[config.mk]
export PLATFORM = sky130hd
export DESIGN_NAME = uart_4x_oversampled_with_fifos
export DESIGN_NICKNAME = d
export VERILOG_FILES = /design/src/u4x_pkg.sv /design/src/uart_4x_oversampled_with_fifos.sv /design/src/u4x_ram.sv /design/src/u4x_tx.sv /design/src/u4x_rx.sv
export SDC_FILE = /design/constraint.sdc
export NUM_CORES = 1
export LEC_CHECK = 0
export BUFFER_PORTS_ARGS = -buffer_cell sky130_fd_sc_hd__buf_4
export CAP_MARGIN = 20
export CORE_MARGIN = 1.5
export CORE_UTILIZATION = 55
export CTS_CLUSTER_SIZE = 14
export DETAILED_ROUTE_END_ITERATION = 8
export PLACE_DENSITY = 0.82
export SLEW_MARGIN = 20
export SYNTH_ARGS = -nofsm -noshare
export SYNTH_HDL_FRONTEND = slang
export SYNTH_HIERARCHICAL = 1
export SYNTH_SLANG_ARGS = --single-unit
[constraint.sdc]
create_clock -name clk -period 3.3 [get_ports clk]
set_input_delay 0.165 -clock clk [delete_from_list [all_inputs] [get_ports clk]]
set_output_delay 0.165 -clock clk [all_outputs]
set_load 0.01 [all_outputs]
[src/u4x_pkg.sv]
package u4x_pkg;

	// Item commands.
	localparam logic [1:0] CMD_TICK  = 2'd0;
	localparam logic [1:0] CMD_WRITE = 2'd1;
	localparam logic [1:0] CMD_READ  = 2'd2;

	// Result status codes.
	localparam logic [1:0] ST_OK       = 2'd0;
	localparam logic [1:0] ST_RX_EMPTY = 2'd1;
	localparam logic [1:0] ST_TX_FULL  = 2'd2;

	// Frame phase codes, shared by transmitter and receiver.
	localparam logic [1:0] PH_IDLE  = 2'd0;
	localparam logic [1:0] PH_START = 2'd1;
	localparam logic [1:0] PH_DATA  = 2'd2;
	localparam logic [1:0] PH_STOP  = 2'd3;

	// Tick positions within a frame, at four ticks per bit.
	localparam logic [5:0] TX_START_LAST = 6'd3;
	localparam logic [5:0] RX_START_LAST = 6'd2;
	localparam logic [5:0] DATA_LAST     = 6'd35;
	localparam logic [5:0] TX_STOP_EDGE  = 6'd36;
	localparam logic [5:0] RX_STOP_SAMPLE = 6'd38;
	localparam logic [5:0] STOP_LAST     = 6'd39;
	localparam logic [1:0] TX_BIT_OFS    = 2'd0;
	localparam logic [1:0] RX_SAMPLE_OFS = 2'd2;

	// Transmitter requests towards the FIFO and its pin level.
	typedef struct packed {
		logic pop;
		logic pin_next;
	} tx_ctl_t;

	// Receiver push of a completed word.
	typedef struct packed {
		logic       push;
		logic [7:0] data;
	} rx_ev_t;

endpackage

[src/uart_4x_oversampled_with_fifos.sv]
// A result word is registered in stage one and then in the output register.
// Throughput: one item per cycle while the output is not stalled; the FIFO memories
// are read only through their single registered read port, at most one access per item.
// Reset: arst_n clears pointers, fill counts, framing state and pipeline valid flags,
// and sets the transmitter pin state high; the tx_line output register and FIFO memory contents are not cleared.
module uart_4x_oversampled_with_fifos #(
	parameter int TX_DEPTH = 16,
	parameter int RX_DEPTH = 16
) (
	input  logic       clk,
	input  logic       arst_n,
	input  logic       in_valid,
	output logic       in_stall,
	input  logic [1:0] cmd,
	input  logic [7:0] write_data,
	input  logic       rx_line,
	output logic       out_valid,
	input  logic       out_stall,
	output logic       tx_line,
	output logic [7:0] read_data,
	output logic [1:0] status,
	output logic [4:0] tx_level,
	output logic [4:0] rx_level
);
	import u4x_pkg::*;

	localparam int TX_AW = $clog2(TX_DEPTH);
	localparam int RX_AW = $clog2(RX_DEPTH);
	localparam int TX_FW = $clog2(TX_DEPTH + 1);
	localparam int RX_FW = $clog2(RX_DEPTH + 1);
	localparam logic [TX_AW-1:0] TX_PTR_LAST = TX_AW'(TX_DEPTH - 1);
	localparam logic [RX_AW-1:0] RX_PTR_LAST = RX_AW'(RX_DEPTH - 1);
	localparam logic [TX_FW-1:0] TX_FULL_LVL = TX_FW'(TX_DEPTH);
	localparam logic [RX_FW-1:0] RX_FULL_LVL = RX_FW'(RX_DEPTH);

	logic             accept, advance;
	logic             tick;
	logic             tx_wr_ok, rx_rd_ok;
	logic             tx_full, rx_full;
	logic [1:0]       status_d;
	tx_ctl_t          tx_ctl;
	rx_ev_t           rx_ev;
	logic [7:0]       tx_rdata, rx_rdata;

	logic [TX_AW-1:0] tx_wr_ptr_q, tx_rd_ptr_q;
	logic [TX_FW-1:0] tx_fill_q, tx_fill_d;
	logic [RX_AW-1:0] rx_wr_ptr_q, rx_rd_ptr_q;
	logic [RX_FW-1:0] rx_fill_q, rx_fill_d;

	logic             valid_s1;
	logic             pin_s1;
	logic [1:0]       status_s1;
	logic [4:0]       tx_level_s1, rx_level_s1;
	logic             rd_ok_s1;

	logic             out_valid_q;
	logic             tx_line_q;
	logic [7:0]       read_data_q;
	logic [1:0]       status_q;
	logic [4:0]       tx_level_q, rx_level_q;

	// Handshake: the output register frees stage one, stage one frees the input.
	assign advance  = !out_valid_q || !out_stall;
	assign in_stall = valid_s1 && !advance;
	assign accept   = in_valid && !in_stall;

	// Decode of the accepted word.
	assign tx_full  = (tx_fill_q == TX_FULL_LVL);
	assign rx_full  = (rx_fill_q == RX_FULL_LVL);
	assign tick     = accept && (cmd == CMD_TICK);
	assign tx_wr_ok = accept && (cmd == CMD_WRITE) && !tx_full;
	assign rx_rd_ok = accept && (cmd == CMD_READ) && (rx_fill_q != '0);

	always_comb begin
		case (cmd)
			CMD_WRITE: status_d = tx_full ? ST_TX_FULL : ST_OK;
			CMD_READ:  status_d = (rx_fill_q == '0) ? ST_RX_EMPTY : ST_OK;
			default:   status_d = ST_OK;
		endcase
	end

	// Fill counts after this item; a push and a pop never share an item.
	always_comb begin
		tx_fill_d = tx_fill_q;
		if (tx_wr_ok) begin
			tx_fill_d = tx_fill_q + TX_FW'(1);
		end else if (tx_ctl.pop) begin
			tx_fill_d = tx_fill_q - TX_FW'(1);
		end
		rx_fill_d = rx_fill_q;
		if (rx_ev.push) begin
			rx_fill_d = rx_fill_q + RX_FW'(1);
		end else if (rx_rd_ok) begin
			rx_fill_d = rx_fill_q - RX_FW'(1);
		end
	end

	u4x_tx u_tx (
		.clk       (clk),
		.arst_n    (arst_n),
		.tick      (tick),
		.avail     (tx_fill_q != '0),
		.fifo_data (tx_rdata),
		.ctl       (tx_ctl)
	);

	u4x_rx u_rx (
		.clk    (clk),
		.arst_n (arst_n),
		.tick   (tick),
		.line   (rx_line),
		.full   (rx_full),
		.ev     (rx_ev)
	);

	u4x_ram #(.WIDTH(8), .DEPTH(TX_DEPTH)) u_tx_ram (
		.clk   (clk),
		.we    (tx_wr_ok),
		.waddr (tx_wr_ptr_q),
		.wdata (write_data),
		.re    (tx_ctl.pop),
		.raddr (tx_rd_ptr_q),
		.rdata (tx_rdata)
	);

	u4x_ram #(.WIDTH(8), .DEPTH(RX_DEPTH)) u_rx_ram (
		.clk   (clk),
		.we    (rx_ev.push),
		.waddr (rx_wr_ptr_q),
		.wdata (rx_ev.data),
		.re    (rx_rd_ok),
		.raddr (rx_rd_ptr_q),
		.rdata (rx_rdata)
	);

	// FIFO pointers and fill counts.
	always_ff @(posedge clk or negedge arst_n) begin
		if (!arst_n) begin
			tx_wr_ptr_q <= '0;
			tx_rd_ptr_q <= '0;
			tx_fill_q   <= '0;
			rx_wr_ptr_q <= '0;
			rx_rd_ptr_q <= '0;
			rx_fill_q   <= '0;
		end else begin
			if (tx_wr_ok) begin
				tx_wr_ptr_q <= (tx_wr_ptr_q == TX_PTR_LAST) ? '0 : tx_wr_ptr_q + TX_AW'(1);
			end
			if (tx_ctl.pop) begin
				tx_rd_ptr_q <= (tx_rd_ptr_q == TX_PTR_LAST) ? '0 : tx_rd_ptr_q + TX_AW'(1);
			end
			if (rx_ev.push) begin
				rx_wr_ptr_q <= (rx_wr_ptr_q == RX_PTR_LAST) ? '0 : rx_wr_ptr_q + RX_AW'(1);
			end
			if (rx_rd_ok) begin
				rx_rd_ptr_q <= (rx_rd_ptr_q == RX_PTR_LAST) ? '0 : rx_rd_ptr_q + RX_AW'(1);
			end
			tx_fill_q <= tx_fill_d;
			rx_fill_q <= rx_fill_d;
		end
	end

	// Stage one: result fields while the receive memory read completes.
	always_ff @(posedge clk or negedge arst_n) begin
		if (!arst_n) begin
			valid_s1 <= 1'b0;
		end else if (advance || !valid_s1) begin
			valid_s1 <= accept;
		end
	end

	always_ff @(posedge clk) begin
		if (accept) begin
			pin_s1      <= tx_ctl.pin_next;
			status_s1   <= status_d;
			tx_level_s1 <= 5'(tx_fill_d);
			rx_level_s1 <= 5'(rx_fill_d);
			rd_ok_s1    <= rx_rd_ok;
		end
	end

	// Output register; the read word is picked up from the memory port here.
	always_ff @(posedge clk or negedge arst_n) begin
		if (!arst_n) begin
			out_valid_q <= 1'b0;
		end else if (advance) begin
			out_valid_q <= valid_s1;
		end
	end

	always_ff @(posedge clk) begin
		if (advance && valid_s1) begin
			tx_line_q   <= pin_s1;
			read_data_q <= rd_ok_s1 ? rx_rdata : 8'd0;
			status_q    <= status_s1;
			tx_level_q  <= tx_level_s1;
			rx_level_q  <= rx_level_s1;
		end
	end

	assign out_valid = out_valid_q;
	assign tx_line   = tx_line_q;
	assign read_data = read_data_q;
	assign status    = status_q;
	assign tx_level  = tx_level_q;
	assign rx_level  = rx_level_q;

`ifndef SYNTHESIS
	// The fill counts never pass the FIFO depths.
	a_tx_fill_bound: assert property (@(posedge clk) disable iff (!arst_n)
		tx_fill_q <= TX_FULL_LVL)
		else $error("transmit fill count above depth");

	a_rx_fill_bound: assert property (@(posedge clk) disable iff (!arst_n)
		rx_fill_q <= RX_FULL_LVL)
		else $error("receive fill count above depth");

	// The transmitter pops only a non-empty FIFO, and only on a tick.
	a_tx_pop_legal: assert property (@(posedge clk) disable iff (!arst_n)
		tx_ctl.pop |-> (tick && tx_fill_q != '0))
		else $error("transmit pop without a word or tick");

	// The receiver never pushes into a full FIFO.
	a_rx_push_legal: assert property (@(posedge clk) disable iff (!arst_n)
		rx_ev.push |-> (tick && !rx_full))
		else $error("receive push into a full FIFO");

	// A result word whose status is not OK carries zero read data.
	a_read_zero: assert property (@(posedge clk) disable iff (!arst_n)
		(out_valid_q && status_q != ST_OK) |-> (read_data_q == 8'd0))
		else $error("failed item carries read data");
`endif

endmodule

[src/u4x_ram.sv]
module u4x_ram #(
	parameter int WIDTH = 8,
	parameter int DEPTH = 16
) (
	input  logic                     clk,
	input  logic                     we,
	input  logic [$clog2(DEPTH)-1:0] waddr,
	input  logic [WIDTH-1:0]         wdata,
	input  logic                     re,
	input  logic [$clog2(DEPTH)-1:0] raddr,
	output logic [WIDTH-1:0]         rdata
);

	logic [WIDTH-1:0] mem_q [DEPTH];
	logic [WIDTH-1:0] rdata_q;

	// Single write port and a registered read port that holds between reads.
	always_ff @(posedge clk) begin
		if (we) begin
			mem_q[waddr] <= wdata;
		end
		if (re) begin
			rdata_q <= mem_q[raddr];
		end
	end

	assign rdata = rdata_q;

endmodule

[src/u4x_tx.sv]
module u4x_tx (
	input  logic              clk,
	input  logic              arst_n,
	input  logic              tick,
	input  logic              avail,
	input  logic [7:0]        fifo_data,
	output u4x_pkg::tx_ctl_t  ctl
);
	import u4x_pkg::*;

	logic [1:0] phase_q, phase_d;
	logic [5:0] tick_q, tick_d;
	logic [7:0] shift_q, shift_d;
	logic       pin_q, pin_d;
	logic       load_q;
	logic       pop;

	// Frame sequencer: start bit, eight data bits LSB first, stop bit.
	always_comb begin
		phase_d = phase_q;
		tick_d  = tick_q;
		shift_d = shift_q;
		pin_d   = pin_q;
		pop     = 1'b0;
		// The popped word arrives from the registered memory read port in the cycle after the pop.
		if (load_q) begin
			shift_d = fifo_data;
		end
		if (tick) begin
			case (phase_q)
				PH_IDLE: begin
					if (avail) begin
						pop     = 1'b1;
						tick_d  = '0;
						phase_d = PH_START;
					end
				end
				PH_START: begin
					if (tick_q == '0) begin
						pin_d = 1'b0;
					end
					if (tick_q == TX_START_LAST) begin
						phase_d = PH_DATA;
					end
					tick_d = tick_q + 6'd1;
				end
				PH_DATA: begin
					if (tick_q == DATA_LAST) begin
						phase_d = PH_STOP;
					end else if (tick_q[1:0] == TX_BIT_OFS) begin
						pin_d   = shift_q[0];
						shift_d = {1'b0, shift_q[7:1]};
					end
					tick_d = tick_q + 6'd1;
				end
				default: begin
					if (tick_q == STOP_LAST) begin
						phase_d = PH_IDLE;
					end else if (tick_q == TX_STOP_EDGE) begin
						pin_d = 1'b1;
					end
					tick_d = tick_q + 6'd1;
				end
			endcase
		end
	end

	always_ff @(posedge clk or negedge arst_n) begin
		if (!arst_n) begin
			phase_q <= PH_IDLE;
			tick_q  <= '0;
			shift_q <= '0;
			pin_q   <= 1'b1;
			load_q  <= 1'b0;
		end else begin
			phase_q <= phase_d;
			tick_q  <= tick_d;
			shift_q <= shift_d;
			pin_q   <= pin_d;
			load_q  <= pop;
		end
	end

	assign ctl.pop      = pop;
	assign ctl.pin_next = pin_d;

endmodule

[src/u4x_rx.sv]
module u4x_rx (
	input  logic             clk,
	input  logic             arst_n,
	input  logic             tick,
	input  logic             line,
	input  logic             full,
	output u4x_pkg::rx_ev_t  ev
);
	import u4x_pkg::*;

	logic [1:0] phase_q, phase_d;
	logic [5:0] tick_q, tick_d;
	logic [7:0] shift_q, shift_d;
	logic       push;

	// Start detection with glitch rejection, mid-bit sampling, stop check.
	always_comb begin
		phase_d = phase_q;
		tick_d  = tick_q;
		shift_d = shift_q;
		push    = 1'b0;
		if (tick) begin
			case (phase_q)
				PH_IDLE: begin
					if (!line) begin
						tick_d  = 6'd1;
						shift_d = '0;
						phase_d = PH_START;
					end
				end
				PH_START: begin
					if (tick_q == RX_START_LAST) begin
						phase_d = PH_DATA;
					end
					if (line) begin
						phase_d = PH_IDLE;
					end
					tick_d = tick_q + 6'd1;
				end
				PH_DATA: begin
					if (tick_q == DATA_LAST) begin
						phase_d = PH_STOP;
					end else if (tick_q[1:0] == RX_SAMPLE_OFS) begin
						shift_d = {line, shift_q[7:1]};
					end
					tick_d = tick_q + 6'd1;
				end
				default: begin
					if (tick_q == RX_STOP_SAMPLE) begin
						push = line && !full;
					end else if (tick_q == STOP_LAST) begin
						phase_d = PH_IDLE;
					end
					tick_d = tick_q + 6'd1;
				end
			endcase
		end
	end

	always_ff @(posedge clk or negedge arst_n) begin
		if (!arst_n) begin
			phase_q <= PH_IDLE;
			tick_q  <= '0;
			shift_q <= '0;
		end else begin
			phase_q <= phase_d;
			tick_q  <= tick_d;
			shift_q <= shift_d;
		end
	end

	assign ev.push = push;
	assign ev.data = shift_q;

endmodule
Word level (Yosys, flattened, before mapping). Memories as Yosys holds them, arrays and structs flattened. A register that Yosys moved wholly into a read port is not among the register bits. Cells that the tools add are included.

$mul: 0. Reduce and logical (&&, ||, !) cells: 35. Bitwise operators: 0. $lt $le $gt $ge: 0. Shift operators: 0. Equal/unequal tests: 30. Divide/modulo/power cells: 0. Multiplexer cells: 53. Add/sub/neg operators: 10.

Operators by type and width (count): 8-bit 2-to-1 mux (8); 6-bit == test (second input constant) (6); 6-bit 2-to-1 mux (4); 2-bit 2-to-1 mux (11); 5-bit 2-to-1 mux (4); 1-bit 2-to-1 mux (17); 4-bit by 1-bit adder with 4-bit output (second input constant) (4); 4-bit == test (second input constant) (4); 4-bit 2-to-1 mux (4); 8-bit one-hot mux with 2 select lines (1); 6-bit by 1-bit adder with 6-bit output (second input constant) (2); 6-bit by 2-bit == test with 1-bit output (second input constant) (2); 2-bit one-hot mux with 3 select lines (2); 5-bit by 1-bit adder with 5-bit output (second input constant) (2); 5-bit == test (second input constant) (2); 2-bit by 1-bit != test with 1-bit output (second input constant) (5); 5-bit AND reduction (2); 5-bit nonzero test (2); 5-bit by 1-bit subtractor with 5-bit output (second input constant) (2); 1-bit logical AND (9); 2-bit == test (second input constant) (4); 2-bit zero test (4); 4-bit nonzero test (2); 1-bit zero test (7); 13 further kinds (18).

Bits in latches: 0. Word-level logic and storage cells: 156. Memory bits (writable): 256. Memories: 2. Bits of input ports: 15. Register bits: 97. Output and inout bits: 23. Bits in read-only memories: 0.

Memories: u_rx_ram.mem_q (words 16, bits a word 8, rd ports 1, clocked after memory_dff 1, wr ports 1, line u4x_ram.sv:14) `logic [WIDTH-1:0] mem_q [DEPTH];`; u_tx_ram.mem_q (words 16, bits a word 8, rd ports 1, clocked after memory_dff 1, wr ports 1, line u4x_ram.sv:14).

Depth between registers and ports, before layout. Gate-level depths: netlist of run 1.

Depth after elaboration: 10. Depth in mapped cells: 11. Depth with buffers taken out: 9.

Modules after synthesis. Netlist of run 1, hierarchy kept.

Modules (own cells, without submodules): u4x_ram (area an instance 5227.5 µm², cells each 229, times used 2); uart_4x_oversampled_with_fifos (area an instance 2660.1 µm², cells each 194, times used 1); u4x_tx (area an instance 1068.5 µm², cells each 104, times used 1); u4x_rx (area an instance 947.2 µm², cells each 99, times used 1).

Worst setup path before layout of run 1. Ideal clock, no wire load.

Kind: flip-flop to flip-flop. Start: reg tx_fill_q[0]. End: mem u_tx_ram.mem_q[0][0] (enable). Slack: 0.508 ns. Cell stages (with the launch flop): 8. Required time: 2.917 ns. Arrival: 2.409 ns. Period minus slack after synthesis: 2.792 ns. Library setup time: 0.383 ns. Cells stage by stage: dfrtp_1 -> inv_1 -> ha_1 -> nor4bb_1 -> nor3_1 -> buf_2 -> or3b_2 -> nor3_1.

Longest elaborated chain between the ends: 5.

Ends and longest elaborated chain: start: declaration (line uart_4x_oversampled_with_fifos.sv:46) `logic [TX_FW-1:0] tx_fill_q, tx_fill_d;`; start signal: assignment (line uart_4x_oversampled_with_fifos.sv:158) `tx_fill_q <= tx_fill_d;`; 5-bit == test (line uart_4x_oversampled_with_fifos.sv:68) `assign tx_full = (tx_fill_q == TX_FULL_LVL);`; 1-bit zero test (line uart_4x_oversampled_with_fifos.sv:71) `assign tx_wr_ok = accept && (cmd == CMD_WRITE) && !tx_full;`; 1-bit logical AND (line uart_4x_oversampled_with_fifos.sv:71); via tx_wr_ok (line uart_4x_oversampled_with_fifos.sv:38) `logic tx_wr_ok, rx_rd_ok;`; 1-bit 2-to-1 mux (line u4x_ram.sv:19) `if (we) begin`; 1-bit 2-to-1 mux (not written as such) (line u4x_ram.sv:20) `mem_q[waddr] <= wdata;`; end: declaration (line u4x_ram.sv:14).

The timed path passes the listed nets, and every way through them passes these cells.

==> flow_summary.toml, run 1 <==
[drt]
via_per_inst = 6.06
drtAntennaViolNets = 0
dr.pass1.iters = 5
drt-initial-drc-count = 741
detail_route.wl_per_cell_um = 21.3
vias = 7927
routed_wl_um = 27900
drc = 0

[critical_path]
r2r_setup_slack_ns = 0.44
required_ns = 3.51
r2r_start = "out_valid"
worstReg2RegEnd = "u_rx_ram/mem_q[0][2]"
cp_max_fo = 11
critPathArrivalTime_ns = 3.07
startpoint_type = "flop"
critical_path_class = "reg2reg"
critPathCaptureType = "flop"
r2r_cells = 7

[synth]
synthesis.area_um2 = 15100
synth.distinct_cells = 73
synth_seq_cells = 369
yosys_warnings = 6
syn_nets = 891
avgSynthCellArea_um2 = 17.7
synthArstFlopShare = 0.168
synth_edf_count = 307
ys.flop_type = "edfxtp_1"
ys_seq_area_frac = 0.712
synth_cells = 855

[finish]
fillCellCount = 1759
n_antenna_cell = 0
final_layout_size_suffix_gt1_frac = 0.210
synthToLayoutAreaGrowth_pct = 13.0
fin_nets = 981

[sta]
setup_tns_ns = 0
min_period_ns = 2.86
final-setup-viol-count = 0
slew_headroom = 0.303
drv_slew = 0
fin_ws_ns = 0.436
worst_pin_slew_ns = 1.04
fmax_mhz = 349
period_share = 0.868
fin_skew_ns = 0.0254
rsz0062_at_grt = "false"
hold_viol = 0

[grt]
grt_max_degree = 63
track_usage = 0.198
use_met2 = 0.332
busiest_layer = "met2"
grt_pass1_wl_um = 43100
grt_use_met3 = 0.0339
grt_util_met1 = 0.273
grt_overflow = 0
first_global_vias = 7816
antenna_found_initial = 1

[placement]
numPortBuffers = 37
gp_congestion = 0.862
hpwl_um = 17300
dp_slack_ns = 0.486

[clock_network]
clock-sinks = 369
clock-root-buffer = "clkbuf_16"
cts_setup_buffers = 0
clk_pin_slew_ns = 0.06
cts_tree = "yes"
cts.repair.resized = 0
cts_made_buffers = 37
cts.path.max_buffers = 3
clk_latency_ns = 0.52
cts_max_level = 2
cts_hold_buf = 12

[die]
die_area_um2 = 28500
io_pins = 38
initial_core_util = 0.561
rows = 60
die_h_um = 169
die_x_um = 169
core-area_um2 = 27000

[pwr]
p_leak_nw = 6.02
p_per_area_nw_per_um2 = 735
irDropWorstVdd_mv = 0.506

[hold_path]
min_path_type = "in2reg"
hold_path_end = "status_s1[0]"
min_path_cells = 3
hp-start = "cmd[1]"

[flow_run]
maxCapViolCount = 0

[outcome]
status = "finished clean"
-- per-stage QoR --
step                      hold WS, ns   util  cell area, um2  total power [mW]  instances
final                           0.171  0.635           17100              12.6       1309
after global routing            0.188  0.635           17100              13.1       1309
after CTS                       0.168  0.634           17100              12.6       1308
after detailed placement        0.308  0.588           15900              8.68       1234
after global placement          0.296  0.588           15900              8.57       1234
after floorplan                -0.131      -           15100              7.98        855
-- flip-flops by register name, indices dropped and copies added (netlist names), 2 cells and up --
register	count
u_rx_ram/mem_q	128
u_tx_ram/mem_q	128
read_data	8
u_rx/shift_q	8
u_rx_ram/rdata	8
u_tx/shift_q	8
u_tx_ram/rdata	8
u_rx/tick_q	6
u_tx/tick_q	6
rx_fill_q	5
rx_level	5
rx_level_s1	5
tx_fill_q	5
tx_level	5
tx_level_s1	5
rx_rd_ptr_q	4
rx_wr_ptr_q	4
tx_rd_ptr_q	4
tx_wr_ptr_q	4
status	2
status_s1	2
u_rx/phase_q	2
u_tx/phase_q	2
-- cell usage in the layout, fill, tap and decap left out, types with 7 or more instances in the layout --
master         instances
inv_1                 24
a31oi_1                7
dfrtp_1               59
xnor2_1                7
nand4_1                7
a22oi_1               32
and2_1                14
o21ai_0               14
o21ai_2                7
nor2_1                53
nand2_1               43
clkbuf_16             37
mux2_2                 8
a21oi_1               15
buf_4                 72
clkbuf_1               7
nand2b_1              10
mux2i_1                9
mux4_2                36
mux4_1                28
edfxtp_1             307
ha_1                  21
nor3_1                12
nand3_1               19
dlygate4sd3_1         12
-- power breakdown --
group	leakage, nW	switching (mW)	internal (mW)
registers	3.59	0.559	5.52
logic	1.89	1.28	1.27
clock network	0.543	1.66	2.27
total	6.02	3.50	9.06
-- worst max-delay path: stages, from the launching register on --
cell     delay (ns)
dfrtp_1        0.43
nand3_2        0.15
and3_1         0.38
nand2_1        0.11
nor3_2         0.52
or3b_2         0.55
nor3_1         0.18
buf_4          0.22
-- cell families (layout without fill, tap and decap cells) --
logic type,after synthesis,after routing,synth area share
adders and majority gates,21,21,0.0174
xor gates and xnor gates,13,13,0.00753
DFF,369,369,0.712
and+or+nand+nor,202,202,0.0708
buffers and inverters,59,172,0.0241
AOI/OAI and AO/OA,109,109,0.0534
muxes,82,82,0.115
-- worst max-delay path by stage --
stage	start	to	slack [ns]	depth (start not counted)
global route	out_valid	u_rx_ram/mem_q[0][1]	0.25	7
CTS	out_valid	u_rx_ram/mem_q[0][1]	0.44	7
detailed placement	out_valid	u_rx_ram/mem_q[0][3]	0.49	7
finish	out_valid	u_rx_ram/mem_q[0][2]	0.44	7
floorplan	tx_fill_q[0]	u_tx_ram/mem_q[0][0]	0.51	7
global placement	out_valid	u_rx_ram/mem_q[0][3]	0.60	7
-- Yosys cell counts, types with 5 or more instances --
master	n	area, um2
edfxtp_1	307	9220
dfrtp_1	61	1530
nor2_1	53	199
nand2_1	43	161
mux4_2	36	811
a22oi_1	32	240
mux4_1	28	736
inv_1	24	90.1
ha_1	21	263
nand3_1	19	95.1
a21oi_1	15	75.1
and2_1	14	87.6
o21ai_0	14	70.1
nor3_1	13	65.1
nand2b_1	10	62.6
mux2i_1	9	90.1
buf_6	8	90.1
mux2_2	8	90.1
a31oi_1	7	43.8
buf_2	7	35.0
buf_4	7	52.6
nand4_1	7	43.8
o21ai_2	7	61.3
xnor2_1	7	61.3
clkdlybuf4s25_2	6	60.1
nand3b_1	6	45.0
xor2_1	6	52.6
a21o_1	5	37.5
and3_1	5	31.3
-- cell type report --
cell class	instances	area, um2	share of cell area
clock buffer	46	980	0.0573
sequential	369	10800	0.630
multi-input combinational	427	4000	0.234
clock inverter	16	144	0.00841
inverter	25	95.1	0.00556
tap	341	427	0.0249
timing repair buffer	85	681	0.0398
-- metal layers --
layer	vias up	wire, um
li1	3585	-
met1	4010	11800
met2	287	13900
met3	43	1670
met4	2	552
met5	-	7
Power figures use the tool's default switching activity.
==> run 2: changes to the inputs <==
SYNTH_HIERARCHICAL = not set   (was 1)
clock period = 3.18 ns   (was 3.3 ns; I/O delays follow)
==> run 2 against run 1 <==
  * Clock skew rose by 0.0078 ns
  * Non-clock buffer count shrank 6
  * Utilization grew 0.26 points
  * Synthesized cell count up 1.8%
  * Flip-flop and latch count unchanged
  * Wire length is 3.9% higher
  * Via count rose by 2.4%
  * Synthesized area shrank 0.12%
  * Critical endpoint is now u_tx_ram.mem_q[7][2]
  * Largest cell class unchanged
  * Highest routed layer is now met4
==> flow_summary.toml, run 2 <==
[outcome]
status = "finished clean"

[clock_network]
cts.path.max_buffers = 3
clk_latency_ns = 0.54
clock-sinks = 369
cts_tree = "yes"
clk_pin_slew_ns = 0.06
cts_made_buffers = 37
clock-root-buffer = "clkbuf_16"
cts_setup_buffers = 0
cts.repair.resized = 0
cts_max_level = 2

[finish]
synthToLayoutAreaGrowth_pct = 13.6
final_cell_mix = "307 x edfxtp_1, 66 x buf_4, 64 x mux4_2, 59 x dfrtp_1, 48 x nand2_1"
fillCellCount = 1769
final_cells = 1317
final_layout_size_suffix_gt1_frac = 0.224
layout_commonest_cell = "edfxtp_1"
n_antenna_cell = 0
layout_top_registers = "u_rx_ram.mem_q: 128 flops, u_tx_ram.mem_q: 128 flops"
finish.instance_area_um2 = 17200
fin_nets = 991
fin_util = 0.637

[synth]
synth_seq_cells = 369
synth_cells = 870
synth_top_cell_by_area = "edfxtp_1"
avgSynthCellArea_um2 = 17.4
yosys_warnings = 0
synthArstFlopShare = 0.168
synth_top_area_share = 0.610
syn_nets = 911
synth.distinct_cells = 66
synth.most_common_cell = "edfxtp_1"
ys_seq_area_frac = 0.713
ys.flop_type = "edfxtp_1"
synthesis.area_um2 = 15100
synth_edf_count = 307
yosys-top-cells-area = "edfxtp_1 61%, dfrtp_1 10%, mux4_2 9.5%, ha_1 2.2%, mux2_2 1.5%"
yosys-top-cells-count = "307 x edfxtp_1, 64 x mux4_2, 61 x dfrtp_1"

[die]
die_h_um = 169
die_x_um = 169
initial_core_util = 0.561
io_pins = 38
die_area_um2 = 28500
rows = 60
core-area_um2 = 27000

[sta]
hold_viol = 0
period_share = 0.788
whs_ns = 0.0963
drv_slew = 0
setup_tns_ns = 0
rsz0062_at_grt = "false"
fin_skew_ns = 0.0332
final-setup-viol-count = 0
fmax_mhz = 399
slew_headroom = 0.356
fin_ws_ns = 0.675
min_period_ns = 2.51
worst_pin_slew_ns = 0.966

[placement]
dpl.cell_count = 1240
gp_congestion = 0.830
dp_slack_ns = 0.666
numPortBuffers = 37
place_area_um2 = 15900
hpwl_um = 18200

[drt]
routed_wl_um = 29000
drt-initial-drc-count = 832
drtAntennaViolNets = 0
drc = 0
vias = 8114
dr.pass1.iters = 5
via_per_inst = 6.16
detail_route.wl_per_cell_um = 22.0

[critical_path]
worstReg2RegEnd = "u_tx_ram.mem_q[7][2]"
startpoint_type = "flop"
cp_max_fo = 14
r2r_setup_slack_ns = 0.67
r2r_start = "tx_fill_q[0]"
required_ns = 3.33
critPathArrivalTime_ns = 2.65
critPathCaptureType = "flop"
r2r_cells = 7
critical_path_class = "reg2reg"

[hold_path]
min_path_cells = 3
min_path_type = "in2reg"
hold_path_end = "status_s1[0]"
hp-start = "cmd[1]"

[grt]
grt_max_degree = 63
grt_pass1_wl_um = 45900
antenna_found_initial = 0
first_global_vias = 8336
track_usage = 0.212
grt_overflow = 0

[flow_run]
maxCapViolCount = 0

[pwr]
p_leak_nw = 6.03
irDropWorstVdd_mv = 0.569
power_mw = 12.5
p_per_area_nw_per_um2 = 730
==> run 2: cell types whose count changed in the layout (fill, tap and decap cells not counted), sizes merged, moves of 9 or more <==
cell and delta:
a22oi -31, nor2 -30, nor2b +18, a211oi +17, and3 +13, mux2 +11, a22o +9, nand3 -9
==> run 2: how the worst max path moves through the flow <==
| stage | cells past startpoint | from | endpoint | slack [ns] |
|---|---|---|---|---|
| finish | 7 | tx_fill_q[0] | u_tx_ram.mem_q[7][2] | 0.67 |
| global route | 7 | tx_fill_q[0] | u_tx_ram.mem_q[7][2] | 0.50 |
| CTS | 7 | tx_fill_q[0] | u_tx_ram.mem_q[7][2] | 0.64 |
| detailed placement | 7 | tx_fill_q[0] | u_tx_ram.mem_q[7][2] | 0.67 |
| global placement | 7 | tx_fill_q[0] | u_tx_ram.mem_q[7][3] | 0.80 |
| floorplan | 7 | tx_fill_q[0] | u_tx_ram.mem_q[0][0] | 0.70 |
==> run 2: area by class of cell <==
type / count / area [um2] / area share
Clock inverter: 18 / 173 / 0.0101
Clock buffer: 47 / 985 / 0.0573
Sequential cell: 369 / 10800 / 0.627
Tap cell: 341 / 427 / 0.0248
Timing Repair Buffer: 79 / 636 / 0.0370
Inverter: 22 / 87.6 / 0.00510
Multi-Input combinational cell: 441 / 4090 / 0.238
==> run 2: routing by layer <==
metal  wire (um)  part of all wire  up-vias  GRT usage
li1            -                 -     3627          -
met1       11900              0.41     4143      0.287
met2       14500              0.50      291      0.355
met3        1800             0.062       53     0.0337
met4         743             0.026        0     0.0745
met5           0                 0        -          0
==> run 2: worst max-delay path, cell delays in order (launching register included) <==
cell	delay (ns)
dfrtp_1	0.42
inv_1	0.06
ha_1	0.25
and4bb_2	0.27
nor3_2	0.15
buf_4	0.22
nand2_1	0.18
nor2_1	0.58
==> run 2: kinds of logic (layout without fill, tap and decap cells) <==
kind of cell / count (synthesis) / after routing / share of synthesized area
AND/OR/NAND/NOR: 199 / 199 / 0.0753
multiplexers: 94 / 94 / 0.117
flip-flops: 369 / 369 / 0.713
AO/OA/AOI/OAI: 113 / 113 / 0.0510
adder cells (fa/ha/maj): 26 / 26 / 0.0215
XOR/XNOR: 9 / 9 / 0.00522
buffers and inverters: 60 / 166 / 0.0174
==> run 2: what timing repair did <==
| item | in CTS | in global routing |
|---|---|---|
| hold buffers | 12 | 0 |
| setup endpoints to repair | 0 | 0 |
| hold endpoints to repair | 193 | 0 |
==> run 2: power by group <==
part	leakage (nW)	total [mW]	internal, mW	switching, mW
sequential	3.59	6.16	5.62	0.544
clock	0.558	4.13	2.38	1.75
combinational	1.88	2.24	1.17	1.07
==> run 3: changes to the inputs <==
ABC_AREA = 1   (was not set)
PLACE_DENSITY = 0.84   (was 0.82)
clock period = 2 ns   (was 3.18 ns; I/O delays follow)
==> run 3 against run 2 <==
  * Critical path depth up 4
  * Clock power grew 76%
  * Design area is 5.6% higher
  * Hold slack got worse by 0.036 ns
  * Highest routed layer unchanged
  * Sequential share of layout area is 3.4 points lower
  * Die area grew 3.0%
  * Combinational power grew to 3.0 times the previous value
  * Critical endpoint is now u_rx_ram.mem_q[11][2]
  * Synthesized area grew 3.0%
  * Largest cell class unchanged
  * Worst setup slack got worse by 0.59 ns
==> flow_summary.toml, run 3 <==
[synth]
synth_edf_count = 307
synth_top_cell_by_area = "edfxtp_1"
yosys-top-cells-count = "307 x edfxtp_1, 259 x nor2_1, 241 x nand2_1"
ys_seq_area_frac = 0.692
synth_seq_cells = 369
synth_cells = 1398
synth.most_common_cell = "edfxtp_1"
yosys_warnings = 0
synthArstFlopShare = 0.168
syn_nets = 1439
ys.flop_type = "edfxtp_1"
synth.distinct_cells = 34
avgSynthCellArea_um2 = 11.1
synth_top_area_share = 0.592
yosys-top-cells-area = "edfxtp_1 59%, dfrtp_1 9.8%, o21ai_0 6.3%, nor2_1 6.2%, nand2_1 5.8%"
synthesis.area_um2 = 15600

[finish]
fin_util = 0.651
n_antenna_cell = 0
final_layout_size_suffix_gt1_frac = 0.123
layout_top_registers = "u_rx_ram.mem_q: 128 flops, u_tx_ram.mem_q: 128 flops"
finish.instance_area_um2 = 18100
synthToLayoutAreaGrowth_pct = 16.5
final_cell_mix = "307 x edfxtp_1, 253 x nor2_1, 236 x nand2_1, 197 x o21ai_0, 92 x inv_1"
layout_commonest_cell = "edfxtp_1"
fin_nets = 1534
final_cells = 1901

[critical_path]
required_ns = 2.22
startpoint_type = "flop"
critPathArrivalTime_ns = 2.14
critical_path_class = "reg2reg"
cp_max_fo = 8
critPathCaptureType = "flop"
r2r_cells = 11

[die]
initial_core_util = 0.559
rows = 61
io_pins = 38
core-area_um2 = 27900
die_x_um = 171
die_h_um = 171
die_area_um2 = 29300

[grt]
grt_overflow = 0
antenna_found_initial = 0
track_usage = 0.233
first_global_vias = 10300
grt_pass1_wl_um = 52900
grt_max_degree = 68

[clock_network]
cts.path.max_buffers = 3
clk_pin_slew_ns = 0.06
cts_tree = "yes"
cts_max_level = 2
clock-root-buffer = "clkbuf_16"
cts_made_buffers = 38
clk_latency_ns = 0.54
clock-sinks = 369

[sta]
drv_slew = 0
worst_pin_slew_ns = 0.832
fin_skew_ns = 0.0351
slew_headroom = 0.445
period_share = 0.960
min_period_ns = 1.92
fmax_mhz = 521
hold_viol = 0
final-setup-viol-count = 0

[hold_path]
min_path_type = "in2reg"
min_path_cells = 4

[placement]
dpl.cell_count = 1818
numPortBuffers = 37
gp_congestion = 0.878
place_area_um2 = 16600
hpwl_um = 20300

[flow_run]
maxCapViolCount = 0

[drt]
drc = 0
drt-initial-drc-count = 1139
vias = 10600
via_per_inst = 5.60
detail_route.wl_per_cell_um = 17.6
dr.pass1.iters = 5
routed_wl_um = 33400
drtAntennaViolNets = 0

[pwr]
irDropWorstVdd_mv = 0.871
p_leak_nw = 7.04
p_per_area_nw_per_um2 = 1300

[outcome]
status = "finished clean"
-- run 3: critical path: stages (launching register included) --
cell and delay (ns):
dfrtp_1 0.35, inv_1 0.07, ha_1 0.21, nand2_1 0.07, nor2_1 0.05, nand2_1 0.10, nand3_1 0.12, nor2_4 0.14
buf_12 0.14, nand2_4 0.09, nor2_1 0.11, buf_4 0.17
-- run 3: area by class of cell --
cell class / instances / area, um2
clock inverters: 18 / 225
multi-input cells: 875 / 4260
well taps: 378 / 473
flip-flops and latches: 369 / 10800
inverters: 99 / 372
repair buffers: 110 / 956
clock buffers: 52 / 1090
fillers: 1902 / 9720
-- run 3: cells by family after synthesis --
logic type / Yosys count / share of synthesized area
AO/OA/AOI/OAI: 242 / 0.0831
XOR/XNOR: 20 / 0.0113
adder cells (fa/ha/maj): 26 / 0.0209
buffers and inverters: 154 / 0.0400
flip-flops: 369 / 0.692
multiplexers: 1 / 0.000643
AND/OR/NAND/NOR: 586 / 0.152
-- run 3: final timing paths --
kind                         startpoint               endpoint  slack, ns
max                        rx_fill_q[0]  u_rx_ram.mem_q[11][2]       0.08
min                              cmd[1]           status_s1[0]       0.06
max reg2reg                rx_fill_q[0]  u_rx_ram.mem_q[11][2]       0.08
min reg2reg                status_s1[1]              status[1]       0.42
max in group asynchronous        arst_n        u_rx.shift_q[0]       1.22
min in group asynchronous        arst_n           tx_fill_q[2]       0.22
-- run 3: power breakdown --
part / switching [mW] / internal (mW) / total (mW) / leakage, nW
registers: 0.476 / 9.12 / 9.59 / 3.63
logic: 4.49 / 2.22 / 6.71 / 2.77
clock network: 2.90 / 4.36 / 7.26 / 0.638
-- run 3: through the flow --
| stage | hold slack [ns] | TNS, ns | setup WS (ns) | total power [mW] |
|---|---|---|---|---|
| 6_report | 0.0608 | 0 | 0.0803 | 23.6 |
| 3_5_place_dp | 0.252 | -1.01 | -0.0501 | 16.2 |
| 5_1_grt | 0.116 | -1.23 | -0.0448 | 24.9 |
| 4_1_cts | 0.0557 | -0.712 | -0.0400 | 23.5 |
| 2_1_floorplan | -0.196 | -3.71 | -0.116 | 14.1 |
| 3_3_place_gp | 0.249 | 0 | 0.0400 | 15.9 |
-- run 3: layer usage --
metal,vias to the layer above,wire length (um),GRT usage
met5,-,0,0
met4,0,1180,0.0992
met3,100,2480,0.0324
met2,517,16400,0.393
met1,5048,13300,0.305
li1,4973,-,-
-- run 3: repair_timing --
action	4_1_cts	5_1_grt
setup endpoints to repair	101	245
pin swaps	0	3
buffers inserted	0	1
hold endpoints to repair	192	0
hold buffers	12	0
resized for setup	1	18
cloned	0	0
